## src/sv/bbd_pkg.sv

```systemverilog
// ----------------------------------------------------------------------------
// bbd_pkg
// Shared types and constants of the ILBM ByteRun1 body decoder.
// ----------------------------------------------------------------------------
package bbd_pkg;

    // Default bounds of the picture geometry.
    localparam int MAX_ROW_BYTES_DEF = 1024;
    localparam int MAX_PLANES_DEF    = 8;
    localparam int MAX_ROWS_DEF      = 4096;

    // Configuration port geometry.
    localparam int CFG_INDEX_W = 3;
    localparam int CFG_DATA_W  = 13;

    // Register indexes.
    localparam logic [CFG_INDEX_W-1:0] REG_COMPRESSION_ON = 3'd0;
    localparam logic [CFG_INDEX_W-1:0] REG_HAS_MASK_PLANE = 3'd1;
    localparam logic [CFG_INDEX_W-1:0] REG_BYTES_PER_ROW  = 3'd2;
    localparam logic [CFG_INDEX_W-1:0] REG_PLANE_COUNT    = 3'd3;
    localparam logic [CFG_INDEX_W-1:0] REG_ROW_COUNT      = 3'd4;

    // Register values after reset.
    localparam logic        RST_COMPRESSION_ON = 1'b1;
    localparam logic        RST_HAS_MASK_PLANE = 1'b0;
    localparam logic [10:0] RST_BYTES_PER_ROW  = 11'd40;
    localparam logic [3:0]  RST_PLANE_COUNT    = 4'd5;
    localparam logic [12:0] RST_ROW_COUNT      = 13'd256;

    // ByteRun1 no-operation header.
    localparam logic [7:0] RUN_NOOP = 8'h80;

    typedef struct packed {
        logic        compression_on;
        logic        has_mask_plane;
        logic [10:0] bytes_per_row;
        logic [3:0]  plane_count;
        logic [12:0] row_count;
    } cfg_t;

    typedef struct packed {
        logic [7:0]  span_value;
        logic [7:0]  span_length;
        logic [9:0]  start_column;
        logic [3:0]  plane_index;
        logic [11:0] row_index;
        logic        keep_span;
        logic        row_overrun;
        logic        image_done;
    } span_t;

endpackage

```

## src/sv/bbd_if.sv

```systemverilog
// ----------------------------------------------------------------------------
// bbd_if
// Valid/ready channels of the body decoder: body bytes in, spans out.
// ----------------------------------------------------------------------------
interface bbd_byte_if;
    logic       valid;
    logic       ready;
    logic [7:0] body_byte;

    modport source (output valid, output body_byte, input ready);
    modport sink   (input valid, input body_byte, output ready);
endinterface

interface bbd_span_if;
    logic        valid;
    logic        ready;
    logic [7:0]  span_value;
    logic [7:0]  span_length;
    logic [9:0]  start_column;
    logic [3:0]  plane_index;
    logic [11:0] row_index;
    logic        keep_span;
    logic        row_overrun;
    logic        image_done;

    modport source (output valid, output span_value, output span_length,
                    output start_column, output plane_index, output row_index,
                    output keep_span, output row_overrun, output image_done,
                    input ready);
    modport sink   (input valid, input span_value, input span_length,
                    input start_column, input plane_index, input row_index,
                    input keep_span, input row_overrun, input image_done,
                    output ready);
endinterface

```

## src/sv/bbd_cfg_regs.sv

```systemverilog
// ----------------------------------------------------------------------------
// bbd_cfg_regs
// Configuration registers, written through a plain write port.
// ----------------------------------------------------------------------------
module bbd_cfg_regs
    import bbd_pkg::*;
(
    input  logic                   clk,
    input  logic                   rst_n,
    input  logic                   cfg_we,
    input  logic [CFG_INDEX_W-1:0] cfg_index,
    input  logic [CFG_DATA_W-1:0]  cfg_data,
    output cfg_t                   cfg
);

    cfg_t cfg_reg;
    cfg_t cfg_next;

    always_comb
    begin
        cfg_next = cfg_reg;
        if (cfg_we)
        begin
            unique case (cfg_index)
                REG_COMPRESSION_ON: cfg_next.compression_on = cfg_data[0];
                REG_HAS_MASK_PLANE: cfg_next.has_mask_plane = cfg_data[0];
                REG_BYTES_PER_ROW:  cfg_next.bytes_per_row  = cfg_data[10:0];
                REG_PLANE_COUNT:    cfg_next.plane_count    = cfg_data[3:0];
                REG_ROW_COUNT:      cfg_next.row_count      = cfg_data[12:0];
                default:            cfg_next = cfg_reg;
            endcase
        end
    end

    always_ff @(posedge clk or negedge rst_n)
    begin
        if (!rst_n)
        begin
            cfg_reg.compression_on <= RST_COMPRESSION_ON;
            cfg_reg.has_mask_plane <= RST_HAS_MASK_PLANE;
            cfg_reg.bytes_per_row  <= RST_BYTES_PER_ROW;
            cfg_reg.plane_count    <= RST_PLANE_COUNT;
            cfg_reg.row_count      <= RST_ROW_COUNT;
        end
        else
        begin
            cfg_reg <= cfg_next;
        end
    end

    assign cfg = cfg_reg;

endmodule

```

## src/sv/bbd_decode.sv

```systemverilog
// ----------------------------------------------------------------------------
// bbd_decode
// ByteRun1 run state and picture position; one body byte per transfer.
// ----------------------------------------------------------------------------
module bbd_decode
    import bbd_pkg::*;
#(
    parameter int MAX_ROW_BYTES = MAX_ROW_BYTES_DEF,
    parameter int MAX_PLANES    = MAX_PLANES_DEF,
    parameter int MAX_ROWS      = MAX_ROWS_DEF
)
(
    input  logic       clk,
    input  logic       rst_n,
    input  cfg_t       cfg,
    input  logic       step,
    input  logic [7:0] body_byte,
    output logic       span_valid,
    output span_t      span
);

    localparam int BPR_W  = $clog2(MAX_ROW_BYTES + 1);
    localparam int COL_W  = $clog2(MAX_ROW_BYTES);
    localparam int ROWS_W = $clog2(MAX_ROWS + 1);

    localparam logic [1:0] PH_HEADER  = 2'd0;
    localparam logic [1:0] PH_LITERAL = 2'd1;
    localparam logic [1:0] PH_REPEAT  = 2'd2;
    localparam logic [1:0] PH_DROP    = 2'd3;

    logic [1:0]        phase_reg,    phase_next;
    logic [6:0]        literal_reg,  literal_next;
    logic [7:0]        repeat_reg,   repeat_next;
    logic [COL_W-1:0]  column_reg,   column_next;
    logic [3:0]        plane_reg,    plane_next;
    logic [ROWS_W-1:0] row_reg,      row_next;
    logic              finished_reg, finished_next;

    logic [BPR_W-1:0]  bpr;
    logic [3:0]        planes;
    logic [3:0]        per_row;
    logic [ROWS_W-1:0] rows;
    logic [BPR_W-1:0]  column_ext;
    logic [BPR_W-1:0]  room;
    logic [7:0]        want;
    logic              extra_overrun;
    logic              emit;
    logic [7:0]        len;
    logic              overrun;
    logic              row_end;
    logic              done;
    logic [3:0]        plane_inc;
    logic [ROWS_W-1:0] row_inc;

    // Out-of-range settings act as the nearest legal value.
    always_comb
    begin
        if (cfg.bytes_per_row == 11'd0)
            bpr = BPR_W'(1);
        else if (32'(cfg.bytes_per_row) > MAX_ROW_BYTES)
            bpr = BPR_W'(MAX_ROW_BYTES);
        else
            bpr = BPR_W'(cfg.bytes_per_row);

        if (cfg.plane_count == 4'd0)
            planes = 4'd1;
        else if (32'(cfg.plane_count) > MAX_PLANES)
            planes = 4'(MAX_PLANES);
        else
            planes = cfg.plane_count;

        if (cfg.row_count == 13'd0)
            rows = ROWS_W'(1);
        else if (32'(cfg.row_count) > MAX_ROWS)
            rows = ROWS_W'(MAX_ROWS);
        else
            rows = ROWS_W'(cfg.row_count);

        per_row = planes + {3'd0, cfg.has_mask_plane};
    end

    // Run decoding.
    always_comb
    begin
        phase_next    = phase_reg;
        literal_next  = literal_reg;
        repeat_next   = repeat_reg;
        want          = 8'd1;
        extra_overrun = 1'b0;
        emit          = 1'b0;

        if (!finished_reg)
        begin
            if (!cfg.compression_on)
            begin
                emit = 1'b1;
            end
            else
            begin
                unique case (phase_reg)
                    PH_HEADER:
                    begin
                        if (!body_byte[7])
                        begin
                            literal_next = body_byte[6:0];
                            phase_next   = PH_LITERAL;
                        end
                        else if (body_byte != RUN_NOOP)
                        begin
                            repeat_next = 8'(9'd257 - {1'b0, body_byte});
                            phase_next  = PH_REPEAT;
                        end
                    end
                    PH_LITERAL:
                    begin
                        emit          = 1'b1;
                        extra_overrun = (literal_reg != 7'd0);
                        if (literal_reg == 7'd0)
                        begin
                            phase_next = PH_HEADER;
                        end
                        else
                        begin
                            literal_next = literal_reg - 7'd1;
                            // The rest of a literal run that overflows the row is dropped.
                            if (BPR_W'(column_reg) + BPR_W'(1) >= bpr)
                                phase_next = PH_DROP;
                        end
                    end
                    PH_REPEAT:
                    begin
                        emit       = 1'b1;
                        want       = repeat_reg;
                        phase_next = PH_HEADER;
                    end
                    PH_DROP:
                    begin
                        if (literal_reg == 7'd0)
                            phase_next = PH_HEADER;
                        else
                            literal_next = literal_reg - 7'd1;
                    end
                    default:
                    begin
                        phase_next = PH_HEADER;
                    end
                endcase
            end
        end
    end

    // Span clipping and position advance.
    always_comb
    begin
        column_ext = BPR_W'(column_reg);
        room       = (column_ext < bpr) ? (bpr - column_ext) : BPR_W'(1);

        if (32'(want) > 32'(room))
        begin
            len     = 8'(room);
            overrun = 1'b1;
        end
        else
        begin
            len     = want;
            overrun = 1'b0;
        end
        row_end = (32'(len) == 32'(room));
        if (row_end && extra_overrun)
            overrun = 1'b1;

        plane_inc     = plane_reg + 4'd1;
        row_inc       = row_reg + ROWS_W'(1);
        column_next   = column_reg;
        plane_next    = plane_reg;
        row_next      = row_reg;
        finished_next = finished_reg;
        done          = 1'b0;

        if (emit)
        begin
            if (row_end)
            begin
                column_next = '0;
                if (plane_inc >= per_row)
                begin
                    plane_next = 4'd0;
                    row_next   = row_inc;
                    if (row_inc >= rows)
                    begin
                        finished_next = 1'b1;
                        done          = 1'b1;
                    end
                end
                else
                begin
                    plane_next = plane_inc;
                end
            end
            else
            begin
                column_next = COL_W'(column_ext + BPR_W'(len));
            end
        end

        span.span_value   = body_byte;
        span.span_length  = len;
        span.start_column = 10'(column_reg);
        span.plane_index  = plane_reg;
        span.row_index    = 12'(row_reg);
        span.keep_span    = (plane_reg < planes);
        span.row_overrun  = overrun;
        span.image_done   = done;
        span_valid        = step && emit;
    end

    always_ff @(posedge clk or negedge rst_n)
    begin
        if (!rst_n)
        begin
            phase_reg    <= PH_HEADER;
            literal_reg  <= 7'd0;
            repeat_reg   <= 8'd0;
            column_reg   <= '0;
            plane_reg    <= 4'd0;
            row_reg      <= '0;
            finished_reg <= 1'b0;
        end
        else if (step)
        begin
            phase_reg    <= phase_next;
            literal_reg  <= literal_next;
            repeat_reg   <= repeat_next;
            column_reg   <= column_next;
            plane_reg    <= plane_next;
            row_reg      <= row_next;
            finished_reg <= finished_next;
        end
    end

endmodule

```

## src/sv/bbd_span_reg.sv

```systemverilog
// ----------------------------------------------------------------------------
// bbd_span_reg
// Result register between the decoder and the span channel.
// ----------------------------------------------------------------------------
module bbd_span_reg
    import bbd_pkg::*;
(
    input  logic  clk,
    input  logic  rst_n,
    input  logic  load,
    input  span_t span_in,
    output logic  can_load,
    output logic  valid,
    input  logic  ready,
    output span_t span_out
);

    logic  valid_reg, valid_next;
    span_t span_reg;

    // A new span may enter while the held one leaves in the same cycle.
    assign can_load = !valid_reg || ready;

    always_comb
    begin
        valid_next = valid_reg;
        if (load)
            valid_next = 1'b1;
        else if (ready)
            valid_next = 1'b0;
    end

    always_ff @(posedge clk or negedge rst_n)
    begin
        if (!rst_n)
            valid_reg <= 1'b0;
        else
            valid_reg <= valid_next;
    end

    always_ff @(posedge clk)
    begin
        if (load)
            span_reg <= span_in;
    end

    assign valid    = valid_reg;
    assign span_out = span_reg;

endmodule

```

## src/sv/ilbm_byterun1_body_decoder.sv

```systemverilog
// ----------------------------------------------------------------------------
// ilbm_byterun1_body_decoder
// ByteRun1 / raw BODY decoder for interleaved bitplane pictures.
// ----------------------------------------------------------------------------
// Takes one body byte per transfer and returns at most one span per byte:
// value, length, column, plane and row, with a discard mark on mask-plane
// spans and an overrun flag on runs clipped at the row end. The run and
// position counters update in the cycle the byte is transferred, and the
// span lands in a single result register, so a byte is accepted in every
// cycle unless a span in that register is still waiting to be taken. After
// the last row completes, further bytes are taken and ignored until reset.
// The user must write configuration only while the block is idle; it is not enforced.
// ----------------------------------------------------------------------------
module ilbm_byterun1_body_decoder
    import bbd_pkg::*;
#(
    parameter int MAX_ROW_BYTES = MAX_ROW_BYTES_DEF,
    parameter int MAX_PLANES    = MAX_PLANES_DEF,
    parameter int MAX_ROWS      = MAX_ROWS_DEF
)
(
    input  logic                   clk,
    input  logic                   rst_n,
    input  logic                   cfg_we,
    input  logic [CFG_INDEX_W-1:0] cfg_index,
    input  logic [CFG_DATA_W-1:0]  cfg_data,
    bbd_byte_if.sink               body_in,
    bbd_span_if.source             span_out
);

    cfg_t  cfg;
    logic  step;
    logic  span_valid;
    span_t span;
    logic  can_load;
    span_t span_q;

    bbd_cfg_regs u_cfg
    (
        .clk       (clk),
        .rst_n     (rst_n),
        .cfg_we    (cfg_we),
        .cfg_index (cfg_index),
        .cfg_data  (cfg_data),
        .cfg       (cfg)
    );

    assign body_in.ready = can_load;
    assign step          = body_in.valid && can_load;

    bbd_decode
    #(
        .MAX_ROW_BYTES (MAX_ROW_BYTES),
        .MAX_PLANES    (MAX_PLANES),
        .MAX_ROWS      (MAX_ROWS)
    )
    u_decode
    (
        .clk        (clk),
        .rst_n      (rst_n),
        .cfg        (cfg),
        .step       (step),
        .body_byte  (body_in.body_byte),
        .span_valid (span_valid),
        .span       (span)
    );

    bbd_span_reg u_span_reg
    (
        .clk      (clk),
        .rst_n    (rst_n),
        .load     (span_valid),
        .span_in  (span),
        .can_load (can_load),
        .valid    (span_out.valid),
        .ready    (span_out.ready),
        .span_out (span_q)
    );

    assign span_out.span_value   = span_q.span_value;
    assign span_out.span_length  = span_q.span_length;
    assign span_out.start_column = span_q.start_column;
    assign span_out.plane_index  = span_q.plane_index;
    assign span_out.row_index    = span_q.row_index;
    assign span_out.keep_span    = span_q.keep_span;
    assign span_out.row_overrun  = span_q.row_overrun;
    assign span_out.image_done   = span_q.image_done;

endmodule
```

## src/flat_wrapper.sv

```systemverilog
// flat-port wrapper written by rule: the top's interface ports become plain ports
module ilbm_byterun1_body_decoder_flat import bbd_pkg::*;
#(
    parameter int MAX_ROW_BYTES = MAX_ROW_BYTES_DEF,
    parameter int MAX_PLANES    = MAX_PLANES_DEF,
    parameter int MAX_ROWS      = MAX_ROWS_DEF
)
  (clk, rst_n, cfg_we, cfg_index, cfg_data, body_in_valid, body_in_body_byte, body_in_ready, span_out_valid, span_out_span_value, span_out_span_length, span_out_start_column, span_out_plane_index, span_out_row_index, span_out_keep_span, span_out_row_overrun, span_out_image_done, span_out_ready);
  bbd_byte_if body_in_i ();
  bbd_span_if span_out_i ();
  input  logic clk;
  input  logic rst_n;
  input  logic cfg_we;
  input  logic [CFG_INDEX_W-1:0] cfg_index;
  input  logic [CFG_DATA_W-1:0] cfg_data;
  input wire logic [$bits(body_in_i.valid)-1:0] body_in_valid;
  input wire logic [$bits(body_in_i.body_byte)-1:0] body_in_body_byte;
  output wire logic [$bits(body_in_i.ready)-1:0] body_in_ready;
  output wire logic [$bits(span_out_i.valid)-1:0] span_out_valid;
  output wire logic [$bits(span_out_i.span_value)-1:0] span_out_span_value;
  output wire logic [$bits(span_out_i.span_length)-1:0] span_out_span_length;
  output wire logic [$bits(span_out_i.start_column)-1:0] span_out_start_column;
  output wire logic [$bits(span_out_i.plane_index)-1:0] span_out_plane_index;
  output wire logic [$bits(span_out_i.row_index)-1:0] span_out_row_index;
  output wire logic [$bits(span_out_i.keep_span)-1:0] span_out_keep_span;
  output wire logic [$bits(span_out_i.row_overrun)-1:0] span_out_row_overrun;
  output wire logic [$bits(span_out_i.image_done)-1:0] span_out_image_done;
  input wire logic [$bits(span_out_i.ready)-1:0] span_out_ready;
  assign body_in_i.valid = body_in_valid;
  assign body_in_i.body_byte = body_in_body_byte;
  assign body_in_ready = body_in_i.ready;
  assign span_out_valid = span_out_i.valid;
  assign span_out_span_value = span_out_i.span_value;
  assign span_out_span_length = span_out_i.span_length;
  assign span_out_start_column = span_out_i.start_column;
  assign span_out_plane_index = span_out_i.plane_index;
  assign span_out_row_index = span_out_i.row_index;
  assign span_out_keep_span = span_out_i.keep_span;
  assign span_out_row_overrun = span_out_i.row_overrun;
  assign span_out_image_done = span_out_i.image_done;
  assign span_out_i.ready = span_out_ready;
  ilbm_byterun1_body_decoder #(.MAX_ROW_BYTES(MAX_ROW_BYTES), .MAX_PLANES(MAX_PLANES), .MAX_ROWS(MAX_ROWS)) u_core (.clk(clk), .rst_n(rst_n), .cfg_we(cfg_we), .cfg_index(cfg_index), .cfg_data(cfg_data), .body_in(body_in_i), .span_out(span_out_i));
endmodule
```

## config.mk

```make
export PLATFORM = sky130hd
export DESIGN_NAME = ilbm_byterun1_body_decoder_flat
export DESIGN_NICKNAME = d
export VERILOG_FILES = /design/src/sv/bbd_pkg.sv /design/src/sv/bbd_if.sv /design/src/sv/bbd_cfg_regs.sv /design/src/sv/bbd_decode.sv /design/src/sv/bbd_span_reg.sv /design/src/sv/ilbm_byterun1_body_decoder.sv /design/src/flat_wrapper.sv
export SDC_FILE = /design/constraint.sdc
export NUM_CORES = 1
export LEC_CHECK = 0
export ABC_AREA = 1
export BUFFER_PORTS_ARGS = -buffer_cell sky130_fd_sc_hd__buf_4
export CORE_UTILIZATION = 35
export DETAILED_ROUTE_END_ITERATION = 16
export SLEW_MARGIN = 20
export SYNTH_ARGS = -nofsm -noshare
export SYNTH_HDL_FRONTEND = slang
export SYNTH_HIERARCHICAL = 1
export SYNTH_SLANG_ARGS = --single-unit
```

## constraint.sdc

```tcl
create_clock -name clk -period 7.7 [get_ports clk]
set_clock_uncertainty 0.1 [all_clocks]
set_input_delay 0.77 -clock clk [delete_from_list [all_inputs] [get_ports clk]]
set_output_delay 0.77 -clock clk [all_outputs]
set_load 0.01 [all_outputs]
```

Yosys cells after proc, flatten, opt, wreduce, memory -nomap -nowiden
Index checks and enable logic that the tools add are counted.
- flip-flop bits (word level): 121
- latch bits: 0
- RAM bits: 0
- ROM bits: 0
- bits of input ports: 29
- output and inout bits: 47
- word-level logic and storage cells: 114
- memories: 0
- add/sub/neg operators: 8
- multiply operators: 0
- div/mod/pow operators: 0
- magnitude comparators: 9
- eq/ne operators: 14
- shifts and indexed selects: 0
- muxes and demuxes: 32
- bitwise operators: 1
- reductions and logical operators: 29
- operators by type and width (operator ; count):
    $mux 11 ; 3
    $mux 8 ; 4
    $mux 13 ; 2
    $reduce_and 6->1 ; 3
    $mux 7 ; 2
    $pmux 7 s2 ; 1
    $add 13x1->13 const B ; 1
    $ge 13x13->1 ; 1
    $gt 13x13->1 const B ; 1
    $logic_not 13->1 ; 1
    $mux 4 ; 3
    $reduce_and 2->1 ; 6
    $add 10x1->11 const B ; 1
    $eq 8x11->1 ; 1
    $ge 11x11->1 ; 1
    $gt 11x11->1 const B ; 1
    $gt 8x11->1 ; 1
    $logic_not 11->1 ; 1
    $lt 10x11->1 ; 1
    $sub 11x10->11 ; 1
    $add 10x8->10 ; 1
    $mux 1 ; 10
    $mux 10 ; 1
    $mux 2 ; 5
    other kinds (30) ; 40

Longest topological paths before layout
- depth after elaboration: 9
- mapped depth: 42
- depth with buffers taken out: 40

Hierarchy
The synthesis kept the hierarchy.
- modules (own cells, without submodules) (module ; instances ; cells an instance ; area each (um^2)):
    bbd_decode ; 1 ; 780 ; 5220.0
    bbd_span_reg ; 1 ; 50 ; 1396.3
    bbd_cfg_regs ; 1 ; 143 ; 1288.7
    ilbm_byterun1_body_decoder ; 1 ; 2 ; 7.5

Worst setup path before layout
Ideal clock, no wire load.
- kind: reg2reg
- from: reg u_core.u_cfg.cfg_reg (netlist bit u_core/u_cfg/cfg[20])
- to: reg u_core.u_decode.column_reg[9]
- library setup time: 0.120 ns
- arrival: 5.180 ns
- required time: 7.480 ns
- slack: 2.300 ns
- cell stages (with the launch flop): 42
- path buffers: 2
- period minus slack after synthesis: 5.400 ns
- cell sequence: dfstp_2 > inv_1 > nand3_1 > nor4_1 > nor2_1 > inv_1 > nand2_1 > inv_1 > ha_1 > nand2_1 > nor2_1 > nand2_1 > nand2_1 > nand2_1 > nand2_1 > nand2_2 > nor3_1 > inv_1 > [... 6 more ...] > nor2_1 > nand2_2 > buf_6 > clkbuf_1 > o21ai_0 > ha_1 > nand3_1 > nand2_1 > a21o_1 > a21oi_1 > nor2_1 > o21ai_0 > nand2_1 > nand2_1 > nand2_1 > nand3_1 > xor2_1 > nor2_1
- RTL lines (element ; line ; source):
    start, declared ; bbd_cfg_regs.sv:16 ; cfg_t cfg_reg;
    start signal, assigned ; bbd_cfg_regs.sv:47 ; cfg_reg <= cfg_next;
    end signal, assigned ; bbd_decode.sv:234 ; column_reg <= column_next;
    end, declared ; bbd_decode.sv:34 ; logic [COL_W-1:0] column_reg, column_next;

==> metrics.yaml <==
die_w_um: 152
rsz0062_at_grt: "no"
via_count: 6333
cp_slowest_stage_delay_ps: 530
grt_pass1_wl_mm: 29.5
r2r_start: "u_core/u_cfg/cfg[20]"
start_kind: "flop"
cts_tree: "done"
wl_met2_mm: 7.97
ff_latch_area_um2: 3260
area_growth_pct: 15.4
place_area_um2: 8550
numCtsBuffers: 17
clk_latency_ps: 420
postCtsResizedCells: 0
largest_reg_flops: 45
ir_worst_vdd_uv: 139
place_inst: 1293
layout_commonest_cell: "nand2_1"
total_power_mw: 1.96
mostFrequentLayoutCells: "266 x nand2_1, 134 x inv_1, 76 x buf_4"
die_h_um: 152
fin_tns_setup_ps: 0
post_cts_buffers: 0
drt_iter0_drc: 393
fmax_mhz: 164
m1WireLength_mm: 8.70
hold_class: "in -> async"
numClockSinks: 121
path_max_fanout: 31
post_drt_wl_per_cell_um: 13.4
status: "finished with violations"
critPathSlowestCell: "dfstp_2"
worst_pin_slew_ps: 842
worstPathArrival_ps: 6310
cp_data_required_time_ps: 7900
drc_errors: 4
synth_nets: 1078
clock_path_buffers: 2
cp_common_cell: "nand2_1"
top_layer_used: "met4"
antenna_left: 0
ys_seq_area_share_pct: 41.2
setup_violations: 0
multi_input_area_um2: 3840
power_density_nw_per_um2: 215
initial_utilization_pct: 35.9
grt-ovfl-total: 0
finalCritPeriodShare_pct: 79.3
hpwl_mm: 13.5
syn_area_um2: 7910
clk_transition_reported_paths_ps: 60
leakagePower_nw: 4.81
core-area_um2: 22000
ys_types: 44
grt_usage_pct: 16.1
syn_inst: 975
cap_violations: 0
final_area_um2: 9130
grt_max_degree: 77
holdBufCountCts: 0
fp-row-count: 54
gp_congestion: 0.908
cp-startpoint: "u_core/u_cfg/cfg[20]"
root_buffer: "clkbuf_16"
antenna_found_initial: 0
nets: 1135
yosys-top-cells-area: "dfrtp_1 22%, edfxtp_1 17%, nand2_1 13%, ha_1 11%, inv_1 6.4%"
fill_cells: 2241
wl_met3_um: 798
finalHoldViolCount: 0
violations: "DRC"
synth_warnings: 6
post_route_cells_drive_above_1_share_pct: 13.0
h-tree-depth: 4
ys_ff_latch: 121
dieArea_um2: 23200
criticalPathCategory: "reg -> reg"
final_cells: 1325
viasPerCell: 4.78
first_pass_iters: 11
min_period_ps: 6110
num_io_pins: 76
port_buffers: 75
end_kind: "flop"
diodes: 0
maxSlewViolCount: 0
synth_top_area_share_pct: 22.1
grt_pass1_vias: 5952
synth_area_leader_cell: "dfrtp_1"
slew-limit-headroom_pct: 43.4
wirelength_mm: 17.8
synth_area_per_cell_um2: 8.12
path summary, 6_finish.rpt:
check / slack [ps] / depth (start not counted) / end
max in group asynchronous: 6720 / 1 / u_core/u_decode/column_reg[2]
setup reg to reg: 1590 / 39 / u_core/u_decode/column_reg[9]
hold reg to reg: 370 / 2 / u_core/u_cfg/cfg[29]
hold / removal: 280 / 1 / u_core/u_decode/plane_reg[1]
min in group clk: 370 / 2 / u_core/u_cfg/cfg[29]
setup / recovery: 1590 / 39 / u_core/u_decode/column_reg[9]
cells in the mapped netlist:
cell type    n
nand2_1    266
inv_1      135
nand3_1     74
ha_1        72
dfrtp_1     70
nor2_1      65
edfxtp_1    45
o21ai_0     39
a21oi_1     30
xor2_1      28
nand4_1     23
buf_4       22
nor3_1      15
nand2_2      9
buf_6        8
xnor2_1      8
dfstp_2      6
a21o_1       5
buf_2        5
nor4_1       5
clkbuf_1     4
nand3b_1     4
o21ai_1      4
nor2_4       3
o21a_1       3
a221oi_1     2
a31oi_1      2
fa_1         2
inv_2        2
nor2_2       2
o211ai_1     2
o21bai_1     2
o221ai_1     2
a211oi_1     1
a21oi_2      1
a2bb2oi_1    1
and2_1       1
clkinv_1     1
nand2_4      1
nor4_2       1
o2111ai_1    1
o22ai_1      1
o31ai_1      1
or2_2        1
layout make-up:
cell class / instances / share of cell area [%]
Timing Repair Buffer: 77 / 6.37
Sequential cell: 121 / 35.7
Clock buffer: 19 / 5.21
Tap cell: 280 / 3.84
Inverter: 138 / 5.67
Clock inverter: 13 / 1.14
Multi-Input combinational cell: 677 / 42.1
cell families after synthesis:
| logic type | share of synthesized area [%] |
|---|---|
| AOI/OAI and AO/OA | 6.96 |
| DFF | 41.2 |
| buffers and inverters | 10.3 |
| xor gates and xnor gates | 3.98 |
| adders and majority gates | 11.9 |
| and+or+nand+nor | 25.7 |
metal layers:
| layer | GRT usage (%) | up-vias |
|---|---|---|
| li1 | - | 3286 |
| met4 | 6.90 | 0 |
| met1 | 22.1 | 2897 |
| met2 | 25.0 | 129 |
| met3 | 2.84 | 21 |
| met5 | 0 | - |
power by group:
group | switching [mW] | internal, mW | total (mW)
combinational | 0.304 | 0.164 | 0.468
sequential | 0.0274 | 0.701 | 0.729
clock | 0.309 | 0.456 | 0.764
total | 0.641 | 1.32 | 1.96
through the flow:
| stage | hold slack (ps) | utilization [%] | worst slack [ps] |
|---|---|---|---|
| global placement | 354 | 38.8 | 1760 |
| detailed placement | 357 | 38.8 | 1640 |
| finish | 281 | 41.4 | 1590 |
| CTS | 366 | 41.4 | 1620 |
| floorplan | 342 | - | 2300 |
| global route | 344 | 41.4 | 908 |
critical path, delay by kind of cell, from the launching register on:
family / cells / cell delay, ps
XOR/XNOR: 1 / 150
adder cells (fa/ha/maj): 3 / 950
buffers and inverters: 4 / 400
AND/OR/NAND/NOR: 24 / 2580
AO/OA/AOI/OAI: 7 / 1270
flip-flops: 1 / 530
Power figures use the tool's default switching activity.
